[src/rtl/core/nss_pkg.sv]
// Shared types and constants for the naive substring search unit.
// Depends on nothing; imported by every module of the block.
`timescale 1ns / 1ps
`default_nettype none

package nss_pkg;

  // Capacity of each string store, in bytes.
  localparam int MAX_LEN = 256;
  // Store address width and byte-count width (the count must hold MAX_LEN itself).
  localparam int AW      = $clog2(MAX_LEN);
  localparam int CNT_W   = $clog2(MAX_LEN + 1);
  // Width of the position field on the result port.
  localparam int POS_W   = 9;

  // Input command codes.
  localparam logic CMD_TEXT    = 1'b0;
  localparam logic CMD_PATTERN = 1'b1;

  // Two's complement sign of the text versus pattern compare.
  localparam logic [1:0] ORD_GT = 2'b01;
  localparam logic [1:0] ORD_EQ = 2'b00;
  localparam logic [1:0] ORD_LT = 2'b11;

  typedef enum logic [2:0] {
    S_IDLE,
    S_CMP_RD,
    S_CMP_CHK,
    S_SRCH_INIT,
    S_SRCH_RD,
    S_SRCH_CHK,
    S_DONE
  } nss_state_t;

  // Search request from the loader to the sequencer.
  typedef struct packed {
    logic             start;
    logic [CNT_W-1:0] text_len;
    logic [CNT_W-1:0] pat_len;
  } nss_req_t;

  // Search result from the sequencer to the output stage.
  typedef struct packed {
    logic             found;
    logic [POS_W-1:0] position;
    logic [1:0]       order;
  } nss_result_t;

endpackage

`default_nettype wire

[src/rtl/core/nss_seq.sv]
// Search sequencer: one shared byte comparator stepped over both stores.
// Depends on nss_pkg; store read ports live in the top level.
`timescale 1ns / 1ps
`default_nettype none

module nss_seq
  import nss_pkg::*;
(
  input  wire logic        clk,
  input  wire logic        rst,
  input  wire nss_req_t    req,
  input  wire logic [7:0]  text_rd,
  input  wire logic [7:0]  pat_rd,
  input  wire logic        res_take,
  output logic [AW-1:0]    text_addr,
  output logic [AW-1:0]    pat_addr,
  output logic             res_valid,
  output nss_result_t      res
);

  nss_state_t       state, state_next;
  logic [CNT_W-1:0] k, k_next;
  logic [CNT_W-1:0] s, s_next;
  logic [1:0]       order, order_next;
  logic             found, found_next;
  logic [POS_W-1:0] pos, pos_next;

  logic [CNT_W-1:0] tc, pc, n_min, k_inc, s_end;
  logic [1:0]       len_order;
  logic             eq, gt;

  assign tc        = req.text_len;
  assign pc        = req.pat_len;
  assign n_min     = (tc < pc) ? tc : pc;
  assign len_order = (tc > pc) ? ORD_GT : ((tc < pc) ? ORD_LT : ORD_EQ);
  assign k_inc     = k + CNT_W'(1);
  assign s_end     = s + pc;

  // The shared comparator.
  assign eq = (text_rd == pat_rd);
  assign gt = (text_rd > pat_rd);

  always_ff @(posedge clk) begin
    if (rst) begin
      state <= S_IDLE;
    end else begin
      state <= state_next;
    end
    k     <= k_next;
    s     <= s_next;
    order <= order_next;
    found <= found_next;
    pos   <= pos_next;
  end

  always_comb begin
    state_next = state;
    unique case (state)
      S_IDLE: begin
        if (req.start) begin
          state_next = (n_min == '0) ? S_SRCH_INIT : S_CMP_RD;
        end
      end
      S_CMP_RD:  state_next = S_CMP_CHK;
      S_CMP_CHK: begin
        state_next = (!eq || k_inc == n_min) ? S_SRCH_INIT : S_CMP_RD;
      end
      S_SRCH_INIT: begin
        state_next = (pc > tc || pc == '0) ? S_DONE : S_SRCH_RD;
      end
      S_SRCH_RD: state_next = S_SRCH_CHK;
      S_SRCH_CHK: begin
        if (eq) begin
          state_next = (k_inc == pc) ? S_DONE : S_SRCH_RD;
        end else begin
          state_next = (s_end == tc) ? S_DONE : S_SRCH_RD;
        end
      end
      S_DONE: begin
        if (res_take) begin
          state_next = S_IDLE;
        end
      end
      default: state_next = S_IDLE;
    endcase
  end

  always_comb begin
    text_addr    = AW'(s + k);
    pat_addr     = AW'(k);
    res_valid    = (state == S_DONE);
    res.found    = found;
    res.position = pos;
    res.order    = order;
  end

  always_comb begin
    k_next     = k;
    s_next     = s;
    order_next = order;
    found_next = found;
    pos_next   = pos;
    unique case (state)
      S_IDLE: begin
        k_next = '0;
        s_next = '0;
        if (req.start && n_min == '0) begin
          order_next = len_order;
        end
      end
      S_CMP_CHK: begin
        if (!eq) begin
          order_next = gt ? ORD_GT : ORD_LT;
          k_next     = '0;
        end else if (k_inc == n_min) begin
          order_next = len_order;
          k_next     = '0;
        end else begin
          k_next = k_inc;
        end
      end
      S_SRCH_INIT: begin
        found_next = 1'b0;
        pos_next   = '0;
        k_next     = '0;
        s_next     = '0;
        if (pc <= tc && pc == '0) begin
          found_next = 1'b1;
          pos_next   = POS_W'(1);
        end
      end
      S_SRCH_CHK: begin
        if (eq) begin
          if (k_inc == pc) begin
            found_next = 1'b1;
            pos_next   = POS_W'(s + CNT_W'(1));
          end else begin
            k_next = k_inc;
          end
        end else if (s_end != tc) begin
          s_next = s + CNT_W'(1);
          k_next = '0;
        end
      end
      S_CMP_RD, S_SRCH_RD, S_DONE: begin
      end
      default: begin
      end
    endcase
  end

endmodule

`default_nettype wire

[src/rtl/core/naive_substring_search_unit.sv]
// Each byte request is taken whenever in_ready is high. After the closing pattern byte the unit
// is busy while the single byte comparator steps over both stores; each compare takes a read
// state and a check state, for the registered store read.
// The result is then registered at the output; a result still waiting at the output stretches the busy.
// Throughput while loading is one byte a cycle; in_ready is low for the whole search.
// Reset clears counts, flags and valid; store contents are not cleared.
// Top level of the naive substring search unit.
// Depends on nss_pkg and nss_seq; holds both string stores and the result register.
`timescale 1ns / 1ps
`default_nettype none

module naive_substring_search_unit
  import nss_pkg::*;
(
  input  wire logic              clk,
  input  wire logic              rst,
  input  wire logic              in_valid,
  output logic                   in_ready,
  input  wire logic              cmd,
  input  wire logic [7:0]        char_byte,
  input  wire logic              last_byte,
  output logic                   out_valid,
  input  wire logic              out_ready,
  output logic                   found,
  output logic [POS_W-1:0]       position,
  output logic signed [1:0]      order,
  output logic                   overflow
);

  // The two string stores. They are never cleared; nothing beyond the
  // current counts is ever read.
  logic [7:0] text_mem [MAX_LEN];
  logic [7:0] pat_mem  [MAX_LEN];
  logic [7:0] text_rd, pat_rd;

  // Loader state.
  logic [CNT_W-1:0] text_count, pattern_count;
  logic             text_closed;
  logic             dropped;
  logic             busy;

  // Job captured at the closing pattern byte, held while the search runs.
  logic [CNT_W-1:0] job_tc, job_pc;
  logic             job_drop;
  logic             start;

  logic          acc, txt_acc, pat_acc, job_end, text_room, pat_room, res_take;
  logic [AW-1:0] text_addr, pat_addr;
  logic          res_valid;
  nss_req_t      req;
  nss_result_t   res;

  // A request is taken whenever no search is in flight; a result still
  // waiting in the output register does not hold up loading of the next job.
  assign in_ready  = !busy;
  assign acc       = in_valid && in_ready;
  assign text_room = (text_count < CNT_W'(MAX_LEN));
  assign pat_room  = (pattern_count < CNT_W'(MAX_LEN));

  // Text bytes after the text has closed, and pattern bytes before it has,
  // are taken and ignored.
  assign txt_acc = acc && (cmd == CMD_TEXT) && !text_closed;
  assign pat_acc = acc && (cmd == CMD_PATTERN) && text_closed;
  assign job_end = pat_acc && last_byte;

  // Store writes: a byte that finds its store full is dropped.
  always_ff @(posedge clk) begin
    if (txt_acc && text_room) begin
      text_mem[text_count[AW-1:0]] <= char_byte;
    end
    if (pat_acc && pat_room) begin
      pat_mem[pattern_count[AW-1:0]] <= char_byte;
    end
    text_rd <= text_mem[text_addr];
    pat_rd  <= pat_mem[pat_addr];
  end

  // Loader control. At the closing pattern byte the lengths are captured
  // and the counters return to zero at once, so the next job may load as
  // soon as this one's result has left the sequencer.
  always_ff @(posedge clk) begin
    if (rst) begin
      text_count    <= '0;
      pattern_count <= '0;
      text_closed   <= 1'b0;
      dropped       <= 1'b0;
      busy          <= 1'b0;
      start         <= 1'b0;
    end else begin
      start <= job_end;
      if (txt_acc) begin
        if (text_room) begin
          text_count <= text_count + CNT_W'(1);
        end else begin
          dropped <= 1'b1;
        end
        if (last_byte) begin
          text_closed <= 1'b1;
        end
      end
      if (job_end) begin
        text_count    <= '0;
        pattern_count <= '0;
        text_closed   <= 1'b0;
        dropped       <= 1'b0;
        busy          <= 1'b1;
      end else if (pat_acc) begin
        if (pat_room) begin
          pattern_count <= pattern_count + CNT_W'(1);
        end else begin
          dropped <= 1'b1;
        end
      end
      if (res_take) begin
        busy <= 1'b0;
      end
    end
  end

  always_ff @(posedge clk) begin
    if (job_end) begin
      job_tc   <= text_count;
      job_pc   <= pat_room ? pattern_count + CNT_W'(1) : pattern_count;
      job_drop <= dropped || !pat_room;
    end
  end

  assign req.start    = start;
  assign req.text_len = job_tc;
  assign req.pat_len  = job_pc;

  nss_seq u_seq (
    .clk       (clk),
    .rst       (rst),
    .req       (req),
    .text_rd   (text_rd),
    .pat_rd    (pat_rd),
    .res_take  (res_take),
    .text_addr (text_addr),
    .pat_addr  (pat_addr),
    .res_valid (res_valid),
    .res       (res)
  );

  // Output register: the sequencer hands over its result as soon as the
  // register is empty or is being emptied in the same cycle.
  assign res_take = res_valid && (!out_valid || out_ready);

  always_ff @(posedge clk) begin
    if (rst) begin
      out_valid <= 1'b0;
    end else if (res_take) begin
      out_valid <= 1'b1;
    end else if (out_ready) begin
      out_valid <= 1'b0;
    end
  end

  always_ff @(posedge clk) begin
    if (res_take) begin
      found    <= res.found;
      position <= res.position;
      order    <= res.order;
      overflow <= job_drop;
    end
  end

endmodule

`default_nettype wire

[config.mk]
export PLATFORM = sky130hd
export DESIGN_NAME = naive_substring_search_unit
export DESIGN_NICKNAME = d
export VERILOG_FILES = /design/src/rtl/core/nss_pkg.sv /design/src/rtl/core/nss_seq.sv /design/src/rtl/core/naive_substring_search_unit.sv
export SDC_FILE = /design/constraint.sdc
export NUM_CORES = 2
export LEC_CHECK = 0
export BUFFER_PORTS_ARGS = -buffer_cell sky130_fd_sc_hd__buf_2
export CAP_MARGIN = 0
export CORE_ASPECT_RATIO = 1.4
export CORE_MARGIN = 5
export CORE_UTILIZATION = 63
export DETAILED_ROUTE_END_ITERATION = 7
export GPL_TIMING_DRIVEN = 0
export MAX_ROUTING_LAYER = met4
export PLACE_DENSITY = 0.85
export SLEW_MARGIN = 40
export SYNTH_ARGS = -nofsm -noshare
export SYNTH_HDL_FRONTEND = slang
export SYNTH_SLANG_ARGS = --single-unit
[constraint.sdc]
create_clock -name clk -period 4.8 [get_ports clk]
set_input_delay 0.48 -clock clk [delete_from_list [all_inputs] [get_ports clk]]
set_output_delay 0.48 -clock clk [all_outputs]
set_load 0.1 [all_outputs]
==> report_table.html <==
<table>
<tr><th>Metric</th><th>Value</th></tr>
<tr><th colspan="2">Drt</th></tr>
<tr><td>DRC violation total after the first TritonRoute iteration</td><td>19660</td></tr>
<tr><td>Antenna Nets Post-Route</td><td>0</td></tr>
<tr><td>Post-detailed-route DRC marker count</td><td>51</td></tr>
<tr><td>Routed vias</td><td>94290</td></tr>
<tr><td>Post-detailed-route via-to-cell ratio</td><td>8.259</td></tr>
<tr><td>Detail-routed net length per standard cell</td><td>52.12 µm</td></tr>
<tr><td>Final wirelength</td><td>595000 µm</td></tr>
<tr><td>Total iterations of the first detailed-routing run</td><td>8</td></tr>
<tr><th colspan="2">Setup path</th></tr>
<tr><td>Data arrival time of the worst path</td><td>6.00 ns</td></tr>
<tr><td>Crit path cell chain</td><td>buf_4 &gt; clkbuf_1 &gt; buf_6 &gt; clkbuf_2 &gt; mux4_2 &gt; mux4_2 &gt; mux4_2 &gt; mux2i_1 &gt; a21oi_1</td></tr>
<tr><td>Classification of the worst setup path</td><td>flop to flop</td></tr>
<tr><td>Biggest fanout along the worst timing path</td><td>12</td></tr>
<tr><td>CP endpoint kind</td><td>flop</td></tr>
<tr><td>Cell type with the highest occurrence count on the critical path</td><td>mux4_2</td></tr>
<tr><td>CP max stage delay</td><td>0.81 ns</td></tr>
<tr><td>Master of the slowest instance on the critical path</td><td>clkbuf_2</td></tr>
<tr><td>Required time at the worst-slack endpoint</td><td>5.50 ns</td></tr>
<tr><td>Critical path launch point type</td><td>flop</td></tr>
<tr><th colspan="2">STA</th></tr>
<tr><td>Number of hold-slack violations in the final timing report</td><td>1</td></tr>
<tr><td>Finish-stage setup viols</td><td>227</td></tr>
<tr><td>Final Max Tran Viols</td><td>0</td></tr>
<tr><td>Achievable Freq</td><td>188.9 MHz</td></tr>
<tr><td>Max transition margin</td><td>26.77%</td></tr>
<tr><td>Worst path setup slack after routing</td><td>-0.4951 ns</td></tr>
<tr><td>Minimum clock period</td><td>5.295 ns</td></tr>
<tr><td>Unrepaired setup endpoints after global routing</td><td>true</td></tr>
<tr><td>Pin slew with the least headroom to its limit</td><td>1.093 ns</td></tr>
<tr><td>Worst setup skew after layout</td><td>0.06774 ns</td></tr>
<tr><td>Hold Worst Slack</td><td>-0.005693 ns</td></tr>
<tr><td>Portion of the clock cycle consumed by the worst path in the final layout</td><td>110.3%</td></tr>
<tr><th colspan="2">Global routing</th></tr>
<tr><td>Pin count of the biggest net entering global routing</td><td>109</td></tr>
<tr><td>Number of global-route vias before repair</td><td>91160</td></tr>
<tr><td>Overflow left after global routing</td><td>0</td></tr>
<tr><td>Global router's overall resource usage</td><td>43.75%</td></tr>
<tr><td>Number of antenna violations at the first check in global routing</td><td>50</td></tr>
<tr><td>Wire length of the first global-routing pass</td><td>766300 µm</td></tr>
<tr><th colspan="2">Floorplan</th></tr>
<tr><td>Die Area</td><td>0.2695 mm²</td></tr>
<tr><td>Horiz. Die Dim</td><td>440.2 µm</td></tr>
<tr><td>Number of placed I/O pins</td><td>29</td></tr>
<tr><td>Number of placement rows</td><td>221</td></tr>
<tr><td>Core area</td><td>0.2585 mm²</td></tr>
<tr><td>Starting Density</td><td>63.14%</td></tr>
<tr><td>Die height</td><td>612.3 µm</td></tr>
<tr><th colspan="2">Clocking</th></tr>
<tr><td>Later-pin clock latency in the skew report</td><td>0.97 ns</td></tr>
<tr><td>Buffers from clock root to sink, at most</td><td>4</td></tr>
<tr><td>CTS tree</td><td>yes</td></tr>
<tr><td>Total clock sinks</td><td>4200</td></tr>
<tr><td>Clock buffers created by TritonCTS</td><td>371</td></tr>
<tr><td>Maximum level of the CTS H-tree</td><td>5</td></tr>
<tr><td>Clock Root Buffer</td><td>clkbuf_16</td></tr>
<tr><td>Register clock-pin slew on the reported worst setup and hold paths</td><td>0.07 ns</td></tr>
<tr><th colspan="2">Pwr</th></tr>
<tr><td>PD cells</td><td>401.3 mW/mm²</td></tr>
<tr><td>Static Leak</td><td>55.34 nW</td></tr>
<tr><td>Worst IR Drop VDD</td><td>613.4 µV</td></tr>
<tr><td>Sum of internal, switching and leakage power</td><td>73.91 mW</td></tr>
<tr><th colspan="2">Yosys</th></tr>
<tr><td>Yosys synthesis warning count</td><td>0</td></tr>
<tr><td>Largest area contributor in the netlist</td><td>edfxtp_1</td></tr>
<tr><td>Part of the Yosys area used for sequential elements</td><td>77.00%</td></tr>
<tr><td>Mapped Nets</td><td>7086</td></tr>
<tr><td>Synthesized instance count</td><td>7028</td></tr>
<tr><td>Post-synthesis instance area</td><td>0.1632 mm²</td></tr>
<tr><td>Register bit total from synthesis</td><td>4200</td></tr>
<tr><td>EDFF count, synth</td><td>4158</td></tr>
<tr><td>Share of synthesized registers carrying an async set or reset</td><td>0%</td></tr>
<tr><td>Portion of synthesized cell area occupied by the leading cell type</td><td>76.48%</td></tr>
<tr><td>Cells taking the most area after synthesis</td><td>edfxtp_1 76%, mux4_2 19%, nor2_1 1.3%, dfxtp_1 0.52%, clkbuf_1 0.48%</td></tr>
<tr><td>Post-synthesis average cell area</td><td>23.23 µm²</td></tr>
<tr><td>Predominant post-synthesis flop cell</td><td>edfxtp_1</td></tr>
<tr><td>Number of different library cells in the post-synthesis netlist</td><td>53</td></tr>
<tr><th colspan="2">Placement</th></tr>
<tr><td>HPWL Detailed</td><td>325900 µm</td></tr>
<tr><td>Final weighted congestion in routability-driven placement</td><td>0.9879</td></tr>
<tr><td>Placed cell areas</td><td>0.1705 mm²</td></tr>
<tr><td>Port-buffer cells</td><td>28</td></tr>
<tr><th colspan="2">Cells and area</th></tr>
<tr><td>Most common cell after layout, fill and taps aside</td><td>edfxtp_1</td></tr>
<tr><td>Net count of the finished layout</td><td>7588</td></tr>
<tr><td>Non-Filler Cell Area, Final</td><td>0.1841 mm²</td></tr>
<tr><td>Fraction of layout instances using a drive strength above 1</td><td>32.86%</td></tr>
<tr><td>Most frequent cells in the layout</td><td>4158 x edfxtp_1, 1341 x mux4_2, 378 x clkbuf_16</td></tr>
<tr><td>Layout-stage area growth over the synthesis result</td><td>12.80%</td></tr>
<tr><th colspan="2">Hold path</th></tr>
<tr><td>Hold Path Class</td><td>primary input to flop</td></tr>
<tr><th colspan="2">Run status</th></tr>
<tr><td>Outcome</td><td>finished with violations</td></tr>
<tr><td>Violations in the final reports</td><td>DRC, hold timing, setup timing</td></tr>
<tr><th colspan="2">Run</th></tr>
<tr><td>Number of max-capacitance violations reported</td><td>0</td></tr>
</table>
worst max-delay path, delay by kind of cell, from the launching register on:
| kind | cells | cell delay, ns |
|---|---|---|
| mux | 4 | 2.15 |
| compound gates | 1 | 0.32 |
| flops | 1 | 0.46 |
| buf+inv | 4 | 2.06 |
timing repair:
item                                   CTS  global route
pin swaps                                1             1
gates resized for setup                165            63
setup endpoints to repair               55           111
endpoints found under the hold margin  119             0
setup buffers                            1             0
hold buffers                             8             0
state kept, by name, summed over array words and instances (netlist names), 9 cells and up:
register       flops
position           9
u_seq.k            9
pat_mem         2048
pattern_count      9
job_tc             9
u_seq.s            9
text_mem        2048
job_pc             9
text_count         9
u_seq.pos          9
power by group:
group	leakage (nW)	switching [mW]	internal (mW)
combinational	11.6	1.11	0.353
clock	5.96	14.8	17.4
sequential	37.8	0.0187	40.3
total	55.3	15.9	58.0
cell type report:
| class | count | area (µm²) |
|---|---|---|
| Multi-Input combinational cell | 2396 | 36470 |
| Clock inverter | 217 | 2455 |
| Antenna cell | 134 | 335.3 |
| Timing Repair Buffer | 130 | 2634 |
| Buffer | 397 | 2303 |
| Sequential cell | 4200 | 125700 |
| Fill cell | 13250 | 74390 |
| Tap cell | 3456 | 4324 |
| Clock buffer | 453 | 9801 |
| Inverter | 34 | 127.6 |
metrics by stage:
step	TNS [ns]	setup slack [ns]	util, %	cells
3_3_place_gp	-	-3.567	64.87	10510
4_1_cts	0	0.001977	70.87	11280
6_report	-29.58	-0.4951	71.23	11420
2_1_floorplan	0	0.9229	-	7028
5_1_grt	-4.287	-0.2951	71.20	11400
3_5_place_dp	-20.09	-1.523	65.95	10610
cells in the mapped netlist (4+ instances only):
cell,n
buf_2,114
o21a_1,4
ha_1,42
or2_2,4
a21oi_1,46
edfxtp_1,4158
dfxtp_1,42
xor2_1,26
nor3_1,17
clkbuf_1,210
a211oi_1,23
a21o_1,8
and3_1,9
xnor2_1,38
nand2b_1,7
mux4_2,1341
nor2_1,570
nand4_1,12
buf_1,60
buf_6,9
a21boi_0,7
mux2i_1,18
nor4_1,13
buf_4,5
nor3b_1,5
nand3_1,49
nand2_1,68
o21ai_0,19
nor2b_1,34
inv_1,34
path summary, 6_finish.rpt:
check / cells after the start / startpoint / to / slack (ns)
worst max-delay path: 9 / u_seq.k[1] / pat_rd[1] / -0.50
worst min-delay path: 1 / char_byte[2] / text_mem[168][2] / -0.006
worst max register to register: 9 / u_seq.k[1] / pat_rd[1] / -0.50
worst min register to register: 0 / u_seq.pos[8] / position[8] / 0.42
logic make-up after synthesis:
| logic type | count (synthesis) | synth area share, % |
|---|---|---|
| AOI/OAI and AO/OA | 131 | 0.5174 |
| adders and majority gates | 44 | 0.3464 |
| buffers and inverters | 432 | 1.134 |
| DFF | 4200 | 77.00 |
| and+or+nand+nor | 795 | 2.028 |
| muxes | 1362 | 18.63 |
| xor gates and xnor gates | 64 | 0.3434 |
routing by layer:
| layer | wire length [µm] | share of wire (%) | up-vias | track usage [%] |
|---|---|---|---|---|
| li1 | - | - | 30950 | - |
| met1 | 148100 | 25 | 45910 | 43.97 |
| met2 | 273600 | 46 | 12690 | 66.12 |
| met3 | 86110 | 14 | 4735 | 14.52 |
| met4 | 87240 | 15 | 0 | 42.37 |
| met5 | 0 | 0 | - | - |
Note: power is estimated with default switching activity, not from simulation.
